===== src/rtl/core/planar_velocity_slew_limiter_macros.svh =====
// ---------------------------------------------------------------------------
// planar velocity slew limiter assertion macros
// shared property shapes, clocked on clk with rst_n low as the disable
// ---------------------------------------------------------------------------
`ifndef PLANAR_VELOCITY_SLEW_LIMITER_MACROS_SVH
`define PLANAR_VELOCITY_SLEW_LIMITER_MACROS_SVH

// same-cycle implication
`define PVSL_ASSERT_IMP(lbl, ante, cons, msg) \
  lbl: assert property (@(posedge clk) disable iff (!rst_n) (ante) |-> (cons)) \
    else $error(msg);

// next-cycle implication
`define PVSL_ASSERT_NXT(lbl, ante, cons, msg) \
  lbl: assert property (@(posedge clk) disable iff (!rst_n) (ante) |=> (cons)) \
    else $error(msg);

`endif


===== src/rtl/core/pvsl_pkg.sv =====
// ---------------------------------------------------------------------------
// pvsl_pkg
// types, codes and widths shared by the slew limiter modules
// ---------------------------------------------------------------------------
package pvsl_pkg;

  localparam int unsigned VelW   = 32;
  localparam int unsigned CfgIdxW = 3;
  localparam int unsigned OpW    = 34;   // difference of two velocities
  localparam int unsigned ProdW  = 68;
  localparam int unsigned RadW   = 66;
  localparam int unsigned RootW  = 33;
  localparam int unsigned DvdW   = 64;
  localparam int unsigned QuotW  = 32;

  typedef enum logic [CfgIdxW-1:0] {
    REG_LIN_SPEED_LIMIT = 3'd0,
    REG_LIN_ACCEL_STEP  = 3'd1,
    REG_LIN_DECEL_STEP  = 3'd2,
    REG_YAW_SPEED_LIMIT = 3'd3,
    REG_YAW_ACCEL_STEP  = 3'd4,
    REG_YAW_DECEL_STEP  = 3'd5,
    REG_TIMEOUT_TICKS   = 3'd6
  } reg_idx_t;

  typedef enum logic [2:0] {
    MUL_SQ_A,
    MUL_SQ_B,
    MUL_DOT_A,
    MUL_DOT_B,
    MUL_LIM_A,
    MUL_LIM_B
  } mul_sel_t;

  typedef enum logic [4:0] {
    S_IDLE, S_YAW,
    S_SQA, S_SQB, S_SQRT, S_SQRTW, S_CMP,
    S_LIMA, S_DIVA, S_DIVAW, S_LIMB, S_DIVB, S_DIVBW,
    S_DOTA, S_DOTB, S_ACC, S_STEP,
    S_REVA, S_REVB, S_REVC,
    S_OUT
  } state_t;

  typedef struct packed {
    logic     load_cmd;
    logic     load_tick;
    logic     yaw_upd;
    logic     set_phase;
    logic     phase;
    logic     mul_en;
    mul_sel_t mul_sel;
    logic     sqrt_start;
    logic     div_start;
    logic     wr_a;
    logic     wr_b;
    logic     set_accel;
    logic     zero_v;
    logic     out_load;
  } cmd_t;

  typedef struct packed {
    logic spd_en;
    logic over;
    logic step_en;
    logic accel;
    logic neg;
    logic phase;
    logic sqrt_done;
    logic div_done;
  } sts_t;

endpackage


===== src/rtl/core/pvsl_ctrl.sv =====
// ---------------------------------------------------------------------------
// pvsl_ctrl
// sequencer for one tick: yaw, speed cap, accel/decel step, reversal check
// ---------------------------------------------------------------------------
`include "planar_velocity_slew_limiter_macros.svh"

module pvsl_ctrl
  import pvsl_pkg::*;
(
  input  logic clk,
  input  logic rst_n,
  input  logic in_tvalid,
  input  logic in_op,
  output logic in_tready,
  output logic out_tvalid,
  input  logic out_tready,
  output cmd_t cmd,
  input  sts_t sts
);

  state_t state_r, state_nxt;
  logic   out_tvalid_r, out_tvalid_nxt;
  logic   out_free;
  state_t after_scale;

  assign out_free = !out_tvalid_r || out_tready;

  always_comb begin
    if (!sts.phase) begin
      after_scale = S_DOTA;
    end else begin
      after_scale = sts.accel ? S_OUT : S_REVA;
    end
  end

  always_comb begin
    state_nxt = state_r;
    unique case (state_r)
      S_IDLE:  if (in_tvalid && in_op) state_nxt = S_YAW;
      S_YAW:   state_nxt = sts.spd_en ? S_SQA : S_DOTA;
      S_SQA:   state_nxt = S_SQB;
      S_SQB:   state_nxt = S_SQRT;
      S_SQRT:  state_nxt = S_SQRTW;
      S_SQRTW: if (sts.sqrt_done) state_nxt = S_CMP;
      S_CMP:   state_nxt = sts.over ? S_LIMA : after_scale;
      S_LIMA:  state_nxt = S_DIVA;
      S_DIVA:  state_nxt = S_DIVAW;
      S_DIVAW: if (sts.div_done) state_nxt = S_LIMB;
      S_LIMB:  state_nxt = S_DIVB;
      S_DIVB:  state_nxt = S_DIVBW;
      S_DIVBW: if (sts.div_done) state_nxt = after_scale;
      S_DOTA:  state_nxt = S_DOTB;
      S_DOTB:  state_nxt = S_ACC;
      S_ACC:   state_nxt = S_STEP;
      S_STEP: begin
        if (sts.step_en) begin
          state_nxt = S_SQA;
        end else begin
          state_nxt = sts.accel ? S_OUT : S_REVA;
        end
      end
      S_REVA:  state_nxt = S_REVB;
      S_REVB:  state_nxt = S_REVC;
      S_REVC:  state_nxt = S_OUT;
      S_OUT:   if (out_free) state_nxt = S_IDLE;
      default: state_nxt = S_IDLE;
    endcase
  end

  always_comb begin
    cmd         = '0;
    cmd.mul_sel = MUL_SQ_A;
    unique case (state_r)
      S_IDLE: begin
        cmd.load_cmd  = in_tvalid && !in_op;
        cmd.load_tick = in_tvalid && in_op;
      end
      S_YAW: begin
        cmd.yaw_upd   = 1'b1;
        cmd.set_phase = 1'b1;
        cmd.phase     = !sts.spd_en;
      end
      S_SQA:   begin cmd.mul_en = 1'b1; cmd.mul_sel = MUL_SQ_A; end
      S_SQB:   begin cmd.mul_en = 1'b1; cmd.mul_sel = MUL_SQ_B; end
      S_SQRT:  cmd.sqrt_start = 1'b1;
      S_SQRTW: ;
      S_CMP: begin
        // leaving the scaling block flips the phase
        cmd.set_phase = !sts.over;
        cmd.phase     = !sts.phase;
      end
      S_LIMA:  begin cmd.mul_en = 1'b1; cmd.mul_sel = MUL_LIM_A; end
      S_DIVA:  cmd.div_start = 1'b1;
      S_DIVAW: cmd.wr_a = sts.div_done;
      S_LIMB:  begin cmd.mul_en = 1'b1; cmd.mul_sel = MUL_LIM_B; end
      S_DIVB:  cmd.div_start = 1'b1;
      S_DIVBW: begin
        cmd.wr_b      = sts.div_done;
        cmd.set_phase = sts.div_done;
        cmd.phase     = !sts.phase;
      end
      S_DOTA:  begin cmd.mul_en = 1'b1; cmd.mul_sel = MUL_DOT_A; end
      S_DOTB:  begin cmd.mul_en = 1'b1; cmd.mul_sel = MUL_DOT_B; end
      S_ACC:   cmd.set_accel = 1'b1;
      S_STEP: begin
        cmd.set_phase = !sts.step_en;
        cmd.phase     = 1'b0;
      end
      S_REVA:  begin cmd.mul_en = 1'b1; cmd.mul_sel = MUL_DOT_A; end
      S_REVB:  begin cmd.mul_en = 1'b1; cmd.mul_sel = MUL_DOT_B; end
      S_REVC:  cmd.zero_v = sts.neg;
      S_OUT:   cmd.out_load = out_free;
      default: ;
    endcase
  end

  always_comb begin
    if (cmd.out_load) begin
      out_tvalid_nxt = 1'b1;
    end else begin
      out_tvalid_nxt = out_tvalid_r && !out_tready;
    end
  end

  always_ff @(posedge clk) begin
    if (!rst_n) begin
      state_r      <= S_IDLE;
      out_tvalid_r <= 1'b0;
    end else begin
      state_r      <= state_nxt;
      out_tvalid_r <= out_tvalid_nxt;
    end
  end

  assign in_tready  = (state_r == S_IDLE);
  assign out_tvalid = out_tvalid_r;

  `PVSL_ASSERT_IMP(a_no_overwrite, cmd.out_load, !out_tvalid_r || out_tready, "result overwritten")
  `PVSL_ASSERT_IMP(a_sqrt_wait, sts.sqrt_done, state_r == S_SQRTW, "root finished out of step")
  `PVSL_ASSERT_IMP(a_div_wait, sts.div_done, state_r == S_DIVAW || state_r == S_DIVBW, "quotient finished out of step")
  `PVSL_ASSERT_NXT(a_tick_busy, in_tvalid && in_tready && in_op, !in_tready, "tick not sequenced")

endmodule

===== config.mk =====
export PLATFORM = sky130hd
export DESIGN_NAME = pvsl_ctrl
export DESIGN_NICKNAME = d
export VERILOG_FILES = /design/src/rtl/core/pvsl_pkg.sv /design/src/rtl/core/pvsl_ctrl.sv
export VERILOG_INCLUDE_DIRS = /design/src /design/src/rtl/core
export SDC_FILE = /design/constraint.sdc
export NUM_CORES = 1
export LEC_CHECK = 0
export BUFFER_PORTS_ARGS = -buffer_cell sky130_fd_sc_hd__buf_2
export CAP_MARGIN = 20
export CORE_ASPECT_RATIO = 1.4
export CORE_UTILIZATION = 50
export CTS_CLUSTER_SIZE = 12
export DETAILED_ROUTE_END_ITERATION = 7
export PLACE_DENSITY = 0.8
export SYNTH_ARGS = -nofsm -noshare
export SYNTH_HDL_FRONTEND = slang
export SYNTH_SLANG_ARGS = --single-unit

===== constraint.sdc =====
create_clock -name clk -period 1.85 [get_ports clk]
set_input_delay 0.0925 -clock clk [delete_from_list [all_inputs] [get_ports clk]]
set_output_delay 0.0925 -clock clk [all_outputs]
set_load 0.1 [all_outputs]

==> flow_metrics.tcl, run 1 <==
set metrics [dict create \
    status "stopped before the end" \
    gp_congestion 1.032 \
    async_flop_share_pct 0 \
    ys_types 48 \
    port_buffers 30 \
    fp-row-count 17 \
    endpoint_type "primary output" \
    yosys_warnings 0 \
    ys_ff_latch 6 \
    numCtsBuffers 3 \
    fp.dieW_um 38.12 \
    fp.dieH_um 52.57 \
    pre_cts_slack_ns 0.02187 \
    dp_hpwl_um 2849 \
    synth_ff_type "dfxtp_1" \
    synth_edf_count 0 \
    syn_avg_cell_area_um2 6.920 \
    initial_core_util_pct 55.77 \
    crit_endpoint "cmd[15]" \
    cts.sinks 6 \
    clk_path_buf_depth 2 \
    firstError "[ERROR DPL-0038] Utilization greater than 100%, impossible to legalize" \
    postCtsHoldBufs 0 \
    syn_inst 132 \
    io_pins 31 \
    cts-root-buf "clkbuf_4" \
    htree_levels 1 \
    seq_area_frac_synth_pct 13.15 \
    synth.net_count 145 \
    synth_area_um2 913.4 \
    grt_max_degree 16 \
    stop_stage "global routing" \
]
## through the flow
stage / TNS [ns] / cells / instance area (um2)
after floorplan: -1.395 / 132 / 1033
after detailed placement: 0 / 189 / 1539
after global placement: 0 / 189 / 1539
after CTS: 0 / 193 / 1599
## kinds of logic after synthesis
logic type	Yosys count	synth area share, %
simple gates	65	41.51
compound gates	39	31.92
buf+inv	19	10.55
flops	6	13.15
xor+xnor	3	2.877
## cell usage after synthesis (2+ instances only)
master,count,area [um2]
dfxtp_1,6,120.1
a21o_1,2,15.01
o32ai_1,2,17.52
a211o_1,2,17.52
and3_1,4,25.02
nand2b_1,9,56.30
o22ai_1,2,12.51
or3b_1,2,17.52
clkbuf_1,4,15.01
buf_2,5,25.02
o21ai_0,8,40.04
nand2_1,13,48.80
a221oi_1,2,17.52
nor3_1,5,25.02
inv_1,7,26.28
nand3_1,2,10.01
a21oi_1,8,40.04
nor2b_1,6,37.54
xnor2_1,2,17.52
buf_6,2,22.52
nor2_1,12,45.04
## repair_timing
action                                  CTS
pin swaps                                 1
setup buffers                             1
endpoints found under the setup margin    9
gates resized for setup                  10
==> run 2: changes to the inputs <==
CORE_AREA = 2 2 63 65   (was unset)
CORE_ASPECT_RATIO = unset   (was 1.4)
CORE_UTILIZATION = unset   (was 50)
CTS_CLUSTER_SIZE = unset   (was 12)
DIE_AREA = 0 0 65 67   (was unset)
PLACE_DENSITY = unset   (was 0.8)
PLACE_DENSITY_LB_ADDON = 0.15   (was unset)
==> run 2 against run 1 <==
Against the previous run:
- the run now ends clean
- synthesized area unchanged
- synthesized cell count unchanged
==> flow_metrics.tcl, run 2 <==
set metrics [dict create \
    drv_cap 0 \
    vdd_drop_max_mv 1.075 \
    async_flop_share_pct 0 \
    dp_hpwl_um 2473 \
    finalWirelength_um 3023 \
    tritoncts "yes" \
    yosys-top-cells-area "dfxtp_1, nand2b_1, nand2_1" \
    critPathArrivalTime_ns 1.72 \
    crit_buf_inv 2 \
    grt_first_pass_wirelength_um 5050 \
    fin_nets 190 \
    synth_ff_type "dfxtp_1" \
    leakage_nw 0.6607 \
    drc 0 \
    cp-end-kind "output port" \
    cts.clk_slew.worst_paths_ns 0.03 \
    synth_top_area_share_pct 13.15 \
    clk_path_buf_depth 2 \
    synth.most_common_cell "nand2_1" \
    finClkSkew_ns 0.001697 \
    yosysTopAreaCell "dfxtp_1" \
    postCtsSetupBuffers 0 \
    cts.sinks 6 \
    syn_inst 132 \
    cts-root-buf "clkbuf_8" \
    dp_cells 220 \
    cp.required_ns 1.76 \
    cp_slowest_stage_delay_ns 0.40 \
    yosys_warnings 0 \
    htree_levels 1 \
    placed_area_mm2 0.001590 \
    area_growth_pct 80.27 \
    gr-total-overflow 0 \
    antenna_found_initial 0 \
    fp.dieH_um 67 \
    coreArea_mm2 0.003606 \
    rsz0062_at_grt "no" \
    numCtsBuffers 3 \
    finalHoldViolCount 0 \
    crit_type "flip-flop to output port" \
    final_common_cell "buf_4" \
    grt_pass1_vias 1099 \
    report.final.slew_viol_count 0 \
    period_needed_ns 1.811 \
    vias 1140 \
    p_per_area_mw_per_mm2 1289 \
    critPathLaunchType "flip-flop" \
    seq_area_frac_synth_pct 13.15 \
    hold_slack_ns 0.1722 \
    avgViaCountPerCell 5.112 \
    crit_path_max_fanout 13 \
    drive_gt1_share_pct 48.57 \
    grt.total_usage_pct 14.65 \
    regMostFlops "state_r" \
    fp.dieW_um 65 \
    diodes 0 \
    fp-row-count 22 \
    syn_avg_cell_area_um2 6.920 \
    crit_family "simple AND/OR/NAND/NOR gates" \
    setup_viol 0 \
    initial_core_util_pct 25.33 \
    post-route-period-util_pct 97.88 \
    largest_register_ffs 5 \
    tightest_slew_ns 0.4842 \
    synth_area_um2 913.4 \
    synth_edf_count 0 \
    final_cell_mix "buf_4, buf_12, buf_2, nand2_1" \
    fmax_mhz 552.2 \
    synth.net_count 145 \
    slowest_stage "or3b_4" \
    wl_per_cell_um 13.56 \
    port_buffers 30 \
    gp_congestion 0.8005 \
    status "finished, final reports clean" \
    slew_headroom_pct 67.94 \
    drtIter0Drc 53 \
    ys_ff_latch 6 \
    io_pins 31 \
    pre_cts_slack_ns 0.06355 \
    ys_types 48 \
    postLayoutCellArea_mm2 0.001647 \
    hold_class "input pin to flip-flop" \
    final.setup.worst_slack_ns 0.03916 \
    clkLatencyLatePin_ns 0.22 \
    firstDrtPassIters 4 \
    grt_max_degree 14 \
    die_area_mm2 0.004355 \
    ant_nets 0 \
    path_cells "or3b_4 -> a211o_1 -> buf_4 -> o21ai_4 -> buf_12" \
    yosys-top-cells-count "nand2_1, nor2_1, nand2b_1, a21oi_1, o21ai_0" \
    fin_cells 223 \
]
==> run 2: cell counts after synthesis <==
No cell type changed its count.
==> run 2: through the flow <==
stage	power [mW]	setup TNS [ns]	utilization [%]
global placement	1.903	0	44.10
global route	2.232	0	45.66
detailed placement	1.912	0	44.10
finish	2.122	0	45.66
floorplan	1.335	-1.395	-
CTS	2.111	0	45.32
==> run 2: routing by layer <==
metal | part of all wire (%) | vias up | track usage [%]
met2 | 49 | 47 | 26.80
met3 | 5.1 | 5 | 1.351
li1 | - | 569 | -
met4 | 1.8 | 0 | 3.989
met1 | 44 | 519 | 18.18
met5 | 0 | - | 0
==> run 2: report_power, final <==
group          total, mW  switching [mW]  internal, mW  leakage [nW]
registers          0.198          0.0398         0.158        0.0510
clock network      0.192          0.0528         0.139        0.0216
logic               1.73            1.06         0.675         0.588
==> run 2: final timing paths <==
| check | start | end | slack (ns) | depth (start not counted) |
|---|---|---|---|---|
| worst max-delay path | state_r[4] | cmd[11] | 0.04 | 5 |
| worst min-delay path | rst_n | state_r[2] | 0.17 | 3 |
| worst max register to register | state_r[3] | state_r[0] | 0.10 | 6 |
| worst min register to register | out_tvalid | out_tvalid | 0.55 | 2 |
==> run 2: layout make-up <==
class | instances | area, um2
Multi-Input combinational cell | 107 | 817.0
Clock buffer | 3 | 41.29
Sequential cell | 6 | 127.6
Inverter | 7 | 26.28
Tap cell | 48 | 60.06
Fill cell | 342 | 1959
Timing Repair Buffer | 52 | 574.3
==> run 2: what timing repair did <==
item,CTS,global route
endpoints found under the setup margin,4,14
hold buffers,0,0
pin swaps,2,0
gates resized for setup,2,5
==> run 2: cell families (layout without fill, tap and decap cells) <==
logic type	count (synthesis)	count (layout)	synth area share, %
AND/OR/NAND/NOR	65	65	41.51
flip-flops	6	6	13.15
XOR/XNOR	3	3	2.877
buffers and inverters	19	62	10.55
AO/OA/AOI/OAI	39	39	31.92
==> run 2: worst reg2reg max path, delay by kind of cell, from the launching register on <==
family                 cells  cell delay [ns]
and+or+nand+nor            3             0.65
AOI/OAI and AO/OA          2             0.44
DFF                        1             0.36
buffers and inverters      1             0.17
(Power assumes the default switching activity.)
